**src/hdl/ftra_pkg.sv**
```systemverilog
// Shared types and constants for the fan tach speed averager.
// No dependencies; imported by every module of the block.
`default_nettype none

package ftra_pkg;

    // Field and storage widths
    localparam int DATA_W    = 32;
    localparam int SAMPLES   = 8;
    localparam int POS_W     = (SAMPLES > 1) ? $clog2(SAMPLES) : 1;
    localparam int SUM_W     = DATA_W + POS_W;
    localparam int RPM_W     = 16;
    localparam int CFG_IDX_W = 8;

    // Speed numerator: microseconds per minute times ring depth
    localparam longint unsigned US_PER_MINUTE = 64'd60000000;
    localparam longint unsigned DIVIDEND      = US_PER_MINUTE * SAMPLES;
    localparam int              NUM_W         = $clog2(DIVIDEND + 1);
    localparam int              CNT_W         = $clog2(NUM_W);

    // Limit register reset values
    localparam logic [DATA_W-1:0] SLOW_RESET = 32'd1000000;
    localparam logic [DATA_W-1:0] FAST_RESET = 32'd3000;

    // Configuration register indexes
    localparam logic [CFG_IDX_W-1:0] CFG_SLOW_LIMIT = CFG_IDX_W'(0);
    localparam logic [CFG_IDX_W-1:0] CFG_FAST_LIMIT = CFG_IDX_W'(1);

    // Item opcodes
    localparam logic OP_PULSE = 1'b0;
    localparam logic OP_QUERY = 1'b1;

    // Result event codes
    typedef enum logic [2:0] {
        EV_FIRST   = 3'd0,
        EV_STORED  = 3'd1,
        EV_CLAMPED = 3'd2,
        EV_OUTLIER = 3'd3,
        EV_STOPPED = 3'd4,
        EV_QUERY   = 3'd5
    } t_event;

    // Controller to datapath commands
    typedef struct packed {
        logic capture;     // take the input item
        logic calc_diff;   // interval since last edge
        logic calc_bound;  // clamp bounds, limit compares, ring delta
        logic judge;       // classify and update measurement state
        logic div_start;   // launch the speed division
        logic out_load;    // move the result into the output register
    } t_cmd;

    // Datapath to controller status
    typedef struct packed {
        logic need_div;    // query needs a quotient
        logic div_done;    // quotient ready
        logic out_free;    // output register can take a result
    } t_stat;

endpackage

`default_nettype wire

```
**src/hdl/ftra_div.sv**
```systemverilog
// Restoring divider, one quotient bit per cycle, fixed speed numerator.
// Depends on ftra_pkg.
`default_nettype none

module ftra_div (
    input  wire logic                      i_clk,
    input  wire logic                      i_rst_n,
    input  wire logic                      i_start,
    input  wire logic [ftra_pkg::SUM_W-1:0] i_divisor,
    output logic                           o_done,
    output logic [ftra_pkg::NUM_W-1:0]     o_quot
);
    import ftra_pkg::*;

    logic             r_busy;
    logic             r_done;
    logic [CNT_W-1:0] r_cnt;
    logic [SUM_W-1:0] r_rem;
    logic [NUM_W-1:0] r_quo;   // dividend bits shift out, quotient bits shift in
    logic [SUM_W-1:0] r_dvs;

    logic [SUM_W:0]   w_trial;
    logic [SUM_W:0]   w_diff;
    logic             w_ge;

    // One trial subtraction
    assign w_trial = {r_rem, r_quo[NUM_W-1]};
    assign w_diff  = w_trial - {1'b0, r_dvs};
    assign w_ge    = (w_trial >= {1'b0, r_dvs});

    // Control
    always_ff @(posedge i_clk) begin
        if (!i_rst_n) begin
            r_busy <= 1'b0;
            r_done <= 1'b0;
            r_cnt  <= '0;
        end else begin
            r_done <= 1'b0;
            if (i_start) begin
                r_busy <= 1'b1;
                r_cnt  <= '0;
            end else if (r_busy) begin
                if (r_cnt == CNT_W'(NUM_W - 1)) begin
                    r_busy <= 1'b0;
                    r_done <= 1'b1;
                end else begin
                    r_cnt <= r_cnt + 1'b1;
                end
            end
        end
    end

    // Remainder and quotient
    always_ff @(posedge i_clk) begin
        if (i_start) begin
            r_rem <= '0;
            r_quo <= NUM_W'(DIVIDEND);
            r_dvs <= i_divisor;
        end else if (r_busy) begin
            r_rem <= w_ge ? w_diff[SUM_W-1:0] : w_trial[SUM_W-1:0];
            r_quo <= {r_quo[NUM_W-2:0], w_ge};
        end
    end

    assign o_done = r_done;
    assign o_quot = r_quo;

    // A new division never starts on top of a running one
    a_no_restart: assert property (@(posedge i_clk) disable iff (!i_rst_n)
        i_start |-> !r_busy)
        else $error("divider restarted while busy");

    // Done follows the last step
    a_done_after_busy: assert property (@(posedge i_clk) disable iff (!i_rst_n)
        r_done |-> !r_busy && $past(r_busy))
        else $error("divider done without a finished run");

endmodule

`default_nettype wire

```
**src/hdl/ftra_dp.sv**
```systemverilog
// Datapath: limit registers, edge/interval state, sample ring with running
// sum, speed divider and output register. Depends on ftra_pkg, ftra_div.
`default_nettype none

module ftra_dp (
    input  wire logic                          i_clk,
    input  wire logic                          i_rst_n,
    input  wire ftra_pkg::t_cmd                i_cmd,
    output ftra_pkg::t_stat                    o_stat,
    // item payload
    input  wire logic                          i_op,
    input  wire logic [ftra_pkg::DATA_W-1:0]   i_time_us,
    // configuration
    input  wire logic                          i_cfg_valid,
    input  wire logic [ftra_pkg::CFG_IDX_W-1:0] i_cfg_index,
    input  wire logic [ftra_pkg::DATA_W-1:0]   i_cfg_data,
    // result
    output logic                               o_valid,
    input  wire logic                          i_ready,
    output logic [ftra_pkg::RPM_W-1:0]         o_rpm,
    output logic                               o_running,
    output logic [2:0]                         o_event_res
);
    import ftra_pkg::*;

    // Limits
    logic [DATA_W-1:0] r_slow;
    logic [DATA_W-1:0] r_fast;

    // Captured item and intermediate values
    logic              r_op;
    logic [DATA_W-1:0] r_time;
    logic [DATA_W-1:0] r_m;
    logic [DATA_W-1:0] r_lo;
    logic [DATA_W:0]   r_hi;
    logic [DATA_W:0]   r_delta;
    logic              r_stop;
    logic              r_fast_hit;

    // Measurement state
    logic [DATA_W-1:0] r_last_edge;
    logic              r_have_edge;
    logic [DATA_W-1:0] r_last_int;
    logic              r_valid;
    logic [DATA_W-1:0] r_ring [SAMPLES];
    logic [POS_W-1:0]  r_pos;
    logic [SUM_W-1:0]  r_sum;
    logic              r_use_q;
    t_event            r_event;

    // Output register
    logic              r_out_valid;
    logic [RPM_W-1:0]  r_out_rpm;
    logic              r_out_running;
    t_event            r_out_event;

    logic              w_div_done;
    logic [NUM_W-1:0]  w_quot;
    logic [RPM_W-1:0]  w_rpm_sat;
    logic [DATA_W-1:0] w_quarter;
    logic [DATA_W:0]   w_lo_diff;
    logic              w_need_div;
    logic              w_below_lo;
    logic              w_above_hi;

    // Limit register writes
    always_ff @(posedge i_clk) begin
        if (!i_rst_n) begin
            r_slow <= SLOW_RESET;
            r_fast <= FAST_RESET;
        end else if (i_cfg_valid) begin
            unique case (i_cfg_index)
                CFG_SLOW_LIMIT: r_slow <= i_cfg_data;
                CFG_FAST_LIMIT: r_fast <= i_cfg_data;
                default: ;
            endcase
        end
    end

    // Bound arithmetic
    assign w_quarter = r_m >> 2;
    assign w_lo_diff = {1'b0, r_last_int} - {1'b0, w_quarter};

    // Classification inputs
    assign w_below_lo = (r_m < r_lo);
    assign w_above_hi = ({1'b0, r_m} > r_hi);
    assign w_need_div = (r_op == OP_QUERY) && r_valid && !r_stop && (r_sum != '0);

    // Item capture and per-step scratch values
    always_ff @(posedge i_clk) begin
        if (i_cmd.capture) begin
            r_op   <= i_op;
            r_time <= i_time_us;
        end
        if (i_cmd.calc_diff) begin
            r_m <= r_time - r_last_edge;
        end
        if (i_cmd.calc_bound) begin
            r_lo       <= w_lo_diff[DATA_W] ? '0 : w_lo_diff[DATA_W-1:0];
            r_hi       <= {1'b0, r_last_int} + {1'b0, w_quarter};
            r_delta    <= {1'b0, r_m} - {1'b0, r_ring[r_pos]};
            r_stop     <= (r_m > r_slow);
            r_fast_hit <= (r_m < r_fast);
        end
    end

    // Judgement: update measurement state and pick the event
    always_ff @(posedge i_clk) begin
        if (!i_rst_n) begin
            r_last_edge <= '0;
            r_have_edge <= 1'b0;
            r_last_int  <= '0;
            r_valid     <= 1'b0;
            r_pos       <= '0;
            r_sum       <= '0;
            r_use_q     <= 1'b0;
            r_event     <= EV_FIRST;
            for (int i = 0; i < SAMPLES; i++) begin
                r_ring[i] <= '0;
            end
        end else if (i_cmd.judge) begin
            r_use_q <= w_need_div;
            if (r_op == OP_QUERY) begin
                if (r_valid && r_stop) begin
                    r_have_edge <= 1'b0;
                    r_last_int  <= '0;
                    r_valid     <= 1'b0;
                    r_event     <= EV_STOPPED;
                end else begin
                    r_event <= EV_QUERY;
                end
            end else if (!r_have_edge) begin
                r_last_edge <= r_time;
                r_have_edge <= 1'b1;
                r_event     <= EV_FIRST;
            end else if (r_stop) begin
                r_have_edge <= 1'b0;
                r_last_int  <= '0;
                r_valid     <= 1'b0;
                r_event     <= EV_STOPPED;
            end else if (r_fast_hit) begin
                r_event <= EV_OUTLIER;
            end else begin
                r_last_edge <= r_time;
                if (r_last_int != '0 && w_below_lo) begin
                    r_last_int <= r_lo;
                    r_event    <= EV_CLAMPED;
                end else if (r_last_int != '0 && w_above_hi) begin
                    r_last_int <= r_hi[DATA_W-1:0];
                    r_event    <= EV_CLAMPED;
                end else begin
                    // store into the ring
                    r_ring[r_pos] <= r_m;
                    r_sum         <= r_sum + {{(SUM_W-DATA_W-1){r_delta[DATA_W]}}, r_delta};
                    r_pos         <= (r_pos == POS_W'(SAMPLES - 1)) ? '0 : r_pos + 1'b1;
                    r_valid       <= 1'b1;
                    r_last_int    <= r_m;
                    r_event       <= EV_STORED;
                end
            end
        end
    end

    // Speed quotient
    ftra_div u_div (
        .i_clk     (i_clk),
        .i_rst_n   (i_rst_n),
        .i_start   (i_cmd.div_start),
        .i_divisor (r_sum),
        .o_done    (w_div_done),
        .o_quot    (w_quot)
    );

    assign w_rpm_sat = (|w_quot[NUM_W-1:RPM_W]) ? '1 : w_quot[RPM_W-1:0];

    // Output register
    always_ff @(posedge i_clk) begin
        if (!i_rst_n) begin
            r_out_valid <= 1'b0;
        end else if (i_cmd.out_load) begin
            r_out_valid <= 1'b1;
        end else if (i_ready) begin
            r_out_valid <= 1'b0;
        end
    end

    always_ff @(posedge i_clk) begin
        if (i_cmd.out_load) begin
            r_out_rpm     <= r_use_q ? w_rpm_sat : '0;
            r_out_running <= r_valid;
            r_out_event   <= r_event;
        end
    end

    assign o_stat.need_div = w_need_div;
    assign o_stat.div_done = w_div_done;
    assign o_stat.out_free = !r_out_valid || i_ready;

    assign o_valid     = r_out_valid;
    assign o_rpm       = r_out_rpm;
    assign o_running   = r_out_running;
    assign o_event_res = r_out_event;

    // A valid measurement always has a reference edge
    a_valid_has_edge: assert property (@(posedge i_clk) disable iff (!i_rst_n)
        r_valid |-> r_have_edge)
        else $error("valid measurement without reference edge");

    // A held interval implies a reference edge
    a_interval_has_edge: assert property (@(posedge i_clk) disable iff (!i_rst_n)
        (r_last_int != '0) |-> r_have_edge)
        else $error("last interval held without reference edge");

    // A stop result never reports running
    a_stop_not_running: assert property (@(posedge i_clk) disable iff (!i_rst_n)
        (i_cmd.out_load && r_event == EV_STOPPED) |=> !r_out_running)
        else $error("stopped result reports running");

endmodule

`default_nettype wire

```
**src/hdl/ftra_ctrl.sv**
```systemverilog
// Controller: sequences one item through the datapath steps.
// Depends on ftra_pkg.
`default_nettype none

module ftra_ctrl (
    input  wire logic           i_clk,
    input  wire logic           i_rst_n,
    input  wire logic           i_valid,
    output logic                o_ready,
    input  wire ftra_pkg::t_stat i_stat,
    output ftra_pkg::t_cmd      o_cmd
);
    import ftra_pkg::*;

    typedef enum logic [2:0] {
        S_IDLE,
        S_DIFF,
        S_BOUND,
        S_JUDGE,
        S_DIV,
        S_PUT
    } t_state;

    t_state r_state;

    // State register
    always_ff @(posedge i_clk) begin
        if (!i_rst_n) begin
            r_state <= S_IDLE;
        end else begin
            unique case (r_state)
                S_IDLE:  if (i_valid) r_state <= S_DIFF;
                S_DIFF:  r_state <= S_BOUND;
                S_BOUND: r_state <= S_JUDGE;
                S_JUDGE: r_state <= i_stat.need_div ? S_DIV : S_PUT;
                S_DIV:   if (i_stat.div_done) r_state <= S_PUT;
                S_PUT:   if (i_stat.out_free) r_state <= S_IDLE;
                default: r_state <= S_IDLE;
            endcase
        end
    end

    // Command decode
    always_comb begin
        o_cmd            = '0;
        o_cmd.capture    = (r_state == S_IDLE) && i_valid;
        o_cmd.calc_diff  = (r_state == S_DIFF);
        o_cmd.calc_bound = (r_state == S_BOUND);
        o_cmd.judge      = (r_state == S_JUDGE);
        o_cmd.div_start  = (r_state == S_JUDGE) && i_stat.need_div;
        o_cmd.out_load   = (r_state == S_PUT) && i_stat.out_free;
    end

    assign o_ready = (r_state == S_IDLE);

endmodule

`default_nettype wire

```
**src/hdl/fan_tach_rpm_averager.sv**
```systemverilog
// Top level of the fan tach speed averager: controller plus datapath.
// Depends on ftra_pkg, ftra_ctrl, ftra_dp.
//
//   channel   direction  handshake                  payload
//   item      in         i_valid / o_ready          i_op, i_time_us
//   result    out        o_valid / i_ready          o_rpm, o_running, o_event_res
//   config    in         i_cfg_valid / o_cfg_ready  i_cfg_index, i_cfg_data
//
// A pulse or an unanswered query passes the DIFF, BOUND, JUDGE and PUT steps; a query
// that needs a quotient also waits in DIV for the one-bit-per-cycle restoring
// divider. The block returns to idle as the result is loaded into the output
// register and can then take the next item.
// Reset is synchronous; the sample ring clears at once, no clearing pass.
// A stalled result holds the block in its output step until transferred.
`default_nettype none

module fan_tach_rpm_averager (
    input  wire logic                           i_clk,
    input  wire logic                           i_rst_n,
    // item channel
    input  wire logic                           i_valid,
    output logic                                o_ready,
    input  wire logic                           i_op,
    input  wire logic [ftra_pkg::DATA_W-1:0]    i_time_us,
    // result channel
    output logic                                o_valid,
    input  wire logic                           i_ready,
    output logic [ftra_pkg::RPM_W-1:0]          o_rpm,
    output logic                                o_running,
    output logic [2:0]                          o_event_res,
    // configuration channel
    input  wire logic                           i_cfg_valid,
    output logic                                o_cfg_ready,
    input  wire logic [ftra_pkg::CFG_IDX_W-1:0] i_cfg_index,
    input  wire logic [ftra_pkg::DATA_W-1:0]    i_cfg_data
);
    import ftra_pkg::*;

    t_cmd  w_cmd;
    t_stat w_stat;

    // Configuration writes are always taken
    assign o_cfg_ready = 1'b1;

    ftra_ctrl u_ctrl (
        .i_clk   (i_clk),
        .i_rst_n (i_rst_n),
        .i_valid (i_valid),
        .o_ready (o_ready),
        .i_stat  (w_stat),
        .o_cmd   (w_cmd)
    );

    ftra_dp u_dp (
        .i_clk       (i_clk),
        .i_rst_n     (i_rst_n),
        .i_cmd       (w_cmd),
        .o_stat      (w_stat),
        .i_op        (i_op),
        .i_time_us   (i_time_us),
        .i_cfg_valid (i_cfg_valid),
        .i_cfg_index (i_cfg_index),
        .i_cfg_data  (i_cfg_data),
        .o_valid     (o_valid),
        .i_ready     (i_ready),
        .o_rpm       (o_rpm),
        .o_running   (o_running),
        .o_event_res (o_event_res)
    );

endmodule

`default_nettype wire

```
**config.mk**
```make
export PLATFORM = sky130hd
export DESIGN_NAME = fan_tach_rpm_averager
export DESIGN_NICKNAME = d
export VERILOG_FILES = /design/src/hdl/ftra_pkg.sv /design/src/hdl/ftra_div.sv /design/src/hdl/ftra_dp.sv /design/src/hdl/ftra_ctrl.sv /design/src/hdl/fan_tach_rpm_averager.sv
export SDC_FILE = /design/constraint.sdc
export NUM_CORES = 2
export LEC_CHECK = 0
export ABC_CLOCK_PERIOD_IN_PS = 9700
export BUFFER_PORTS_ARGS = -buffer_cell sky130_fd_sc_hd__buf_4
export CORE_MARGIN = 8
export CORE_UTILIZATION = 55
export CTS_CLUSTER_SIZE = 16
export DETAILED_ROUTE_END_ITERATION = 10
export PLACE_DENSITY = 0.71
export RECOVER_POWER = 50
export SETUP_SLACK_MARGIN = 0.3
export SLEW_MARGIN = 30
export SYNTH_ARGS = -nofsm -noshare
export SYNTH_HDL_FRONTEND = slang
export SYNTH_SLANG_ARGS = --single-unit
export TNS_END_PERCENT = 5
```
**constraint.sdc**
```tcl
create_clock -name i_clk -period 9.7 [get_ports i_clk]
set_input_delay 0.97 -clock i_clk [delete_from_list [all_inputs] [get_ports i_clk]]
set_output_delay 0.97 -clock i_clk [all_outputs]
set_load 0.02 [all_outputs]
```
==> results.ini <==
[yosys]
synth_edf_count = 476
syn_inst = 4027
yosysWarnings = 0
synth_fa_ha_area_share_pct = 9.89
synth_mux_area_share_pct = 5.12
ys_seq_area_share_pct = 46.0
synth-main-ff-cell = edfxtp_1
synth_top_area_share_pct = 34.1
synth_simple_gate_area_share_pct = 16.3
avgSynthCellArea_sq_um = 10.4
synth_xor_area_share_pct = 3.51
synthTopCellsByArea = edfxtp_1 34%, dfxtp_1 12%, ha_1 9.6%
synth_top_family_by_area = simple AND/OR/NAND/NOR gates
syn-num-nets = 4433
synthArstFlopShare_pct = 0
ys_seq_elements = 726
synth-compound-area-share_pct = 14.5
synth_area_leader_cell = edfxtp_1
synth_cell_types = 94
syn_area_sq_um = 42000

[global_route]
grt_pass1_wl_mm = 168
grt_pass1_vias = 29400
overflow = 0
grt_antenna_before_repair = 0
grt_max_degree = 95
grt_use_total_pct = 24.7

[timing]
worst_pin_slew_ns = 4.07
worst_clock_skew_ns = 0.0295
fin_crit_sh_pct = 73.2
setup_viol_count_final = 0
holdWs_ns = 0.431
fmax_mhz = 141
fin_ws_ns = 2.60
finalHoldViolCount = 0
rsz0062_at_grt = no
maxSlewHeadroom_pct = -172
tns_ns = 0
slew_violations = 685
min_period_ns = 7.10

[routing]
viasPerCell = 5.99
drtIter0Drc = 2314
dr.pass1.iters = 5
via_count = 30400
ant_nets = 0
wl_mm = 108
routedWlPerCell_um = 21.3
post-route-drc-count = 0

[setup_path]
crit_arrival_ns = 7.47
cp_cell_sequence = clkbuf_1 -> mux4_2 -> mux2_2 -> ha_1 -> fa_1 -> nor2b_1 -> o31a_1 -> o2111ai_1 -> a2111o_1 -> a31oi_1 -> o41ai_1 -> a211oi_1 -> o21ai_0 -> nand2b_1 -> a21oi_1
critical_path_buf_inv_count = 1
crit_path_max_fanout = 46
crit_type = reg -> reg
slowest_delay_ns = 2.16
startpoint_type = register
crit_path_end_kind = register
cpLargestDelayFamily = buffers and inverters
crit_slowest_cell = clkbuf_1
cp.required_ns = 10.07

[worst_hold_path]
min_path_type = reg -> reg

[finish]
nets = 4447
area_delta_synth_final_pct = 8.99
nFillCells = 6242
fin_util_pct = 60.4
drive_gt1_share_pct = 10.0

[placement]
io_buffer_count = 99
dp_slack_ns = 4.42
gp_congestion = 0.894
place_hpwl_mm = 75.2

[power]
peakVddDrop_uv = 127
total_leakage_power_nw = 17.4
power.total_w = 0.00842
power_density_nw_per_um2 = 184

[outcome]
violations = max-capacitance violations, max-slew violations
status = finished, violations left

[clock_network]
cts_resized = 0
tritoncts = done
cts_buffer_depth = 3
tritoncts.num_buffers = 80
clkLatencyLatePin_ns = 0.63
clk_pin_slew_ns = 0.06
hold_buffers = 0
cts-root-buf = clkbuf_16
cts.sinks = 726
h-tree-depth = 3
post_cts.repair.setup_buffers = 0

[die]
dieArea_sq_um = 85400
rows = 101
core_sq_um = 75700
die_y_um = 292
ioPinCount = 101
start_util_pct = 55.4
die_x_um = 292

[run]
cap_violations = 14

==> worst reg2reg max path, cell delays in order, from the launching register on <==
cell and delay [ns]:
dfxtp_1 1.00, clkbuf_1 2.17, mux4_2 0.50, mux2_2 0.30, ha_1 0.22, fa_1 0.41
nor2b_1 0.17, o31a_1 0.24, o2111ai_1 0.23, a2111o_1 0.47, a31oi_1 0.34, o41ai_1 0.15
a211oi_1 0.30, o21ai_0 0.18, nand2b_1 0.10, a21oi_1 0.06
==> cells by family after synthesis <==
kind of cell    after synthesis
compound gates              920
xor+xnor                    168
fa+ha+maj                   328
buf+inv                     495
flops                       726
mux                         134
other cells                   1
simple gates               1255
==> synthesized netlist by cell type (7+ instances only) <==
| cell type | number |
|---|---|
| clkbuf_2 | 12 |
| mux4_2 | 64 |
| nor4_2 | 85 |
| xor2_1 | 58 |
| nor2b_1 | 48 |
| buf_2 | 20 |
| o21a_1 | 49 |
| nand2b_1 | 50 |
| edfxtp_1 | 476 |
| or2_2 | 14 |
| o31ai_1 | 7 |
| nand4_1 | 45 |
| dfxtp_1 | 250 |
| o21bai_1 | 28 |
| o31a_1 | 8 |
| a221oi_1 | 8 |
| a21o_1 | 109 |
| o21ai_0 | 212 |
| o2111ai_1 | 9 |
| ha_1 | 322 |
| a21oi_1 | 198 |
| and3_1 | 18 |
| o211ai_1 | 53 |
| nor3_1 | 34 |
| nor2_1 | 192 |
| or3_1 | 13 |
| mux2i_1 | 65 |
| nor3b_1 | 7 |
| and2_1 | 151 |
| a31oi_1 | 42 |
| a21boi_0 | 104 |
| a211oi_1 | 17 |
| buf_6 | 11 |
| buf_1 | 14 |
| nor4_1 | 65 |
| inv_1 | 294 |
| nand3_1 | 58 |
| clkbuf_1 | 139 |
| xnor2_1 | 110 |
| nand2_1 | 442 |
==> path summary, 6_finish.rpt <==
kind | to | from | cells past startpoint | slack (ns)
worst max register to register | u_dp.r_delta[32]$_DFFE_PP_ | register | 15 | 2.60
worst min register to register | u_dp.o_event_res[0]$_DFFE_PP_ | u_dp.r_event[0]$_SDFFE_PN0P_ | 0 | 0.43
worst min-delay path | u_dp.o_event_res[0]$_DFFE_PP_ | u_dp.r_event[0]$_SDFFE_PN0P_ | 0 | 0.43
worst max-delay path | u_dp.r_delta[32]$_DFFE_PP_ | register | 15 | 2.60
==> metal layers <==
layer / up-vias / part of all wire [%] / track usage, %
met1: 14700 / 43 / 32.8
met3: 201 / 6.3 / 3.60
met2: 968 / 47 / 40.4
li1: 14600 / - / -
met5: - / 0 / 0
met4: 0 / 4.4 / 10.2
==> power breakdown <==
part           total, W  switching (W)  leakage [nW]  internal, W
logic           0.00156       0.000955          9.38     0.000606
clock network   0.00303        0.00127          1.25      0.00177
registers       0.00383       0.000267          6.74      0.00356
total           0.00842        0.00249          17.4      0.00593
==> sequential cells by signal, summed over array words and instances (netlist names), 5 cells and up, named ones only <==
register	flops
u_dp.r_time	32
u_dp.r_slow	32
u_dp.u_div.r_cnt	5
u_dp.r_delta	33
u_dp.r_fast	32
u_dp.r_lo	32
u_dp.r_last_int	32
u_dp.u_div.r_rem	35
u_dp.r_last_edge	32
u_dp.u_div.r_dvs	35
u_dp.r_ring	256
u_dp.r_sum	35
u_dp.o_rpm	16
u_dp.r_m	32
u_dp.u_div.o_quot	29
u_dp.r_hi	33
==> placed cells by master (no fill, tap or decap), types with 110 or more instances in the layout <==
cell | synthesis | final
and2_1 | 151 | 150
dfxtp_1 | 250 | 246
ha_1 | 322 | 322
o21ai_0 | 212 | 213
a21oi_1 | 198 | 198
nor2_1 | 192 | 191
edfxtp_1 | 476 | 476
xnor2_1 | 110 | 110
nand2_1 | 442 | 442
inv_1 | 294 | 292
==> metrics by stage <==
step / area (sq um) / instances
6_report: 45700 / 5084
5_1_grt: 45700 / 5083
2_1_floorplan: 42000 / 4027
4_1_cts: 46000 / 5082
3_5_place_dp: 43400 / 4936
3_3_place_gp: 43400 / 4936
==> layout make-up <==
type	instances	area [sq um]	share of cell area [%]
Clock inverter	45	440	0.963
Clock buffer	101	2160	4.71
Multi-Input combinational cell	2806	20600	45.0
Tap cell	978	1220	2.68
Sequential cell	726	19300	42.2
Antenna cell	1	2.50	0.00547
Timing Repair Buffer	132	898	1.96
Inverter	295	1110	2.42
(Power assumes the default switching activity.)
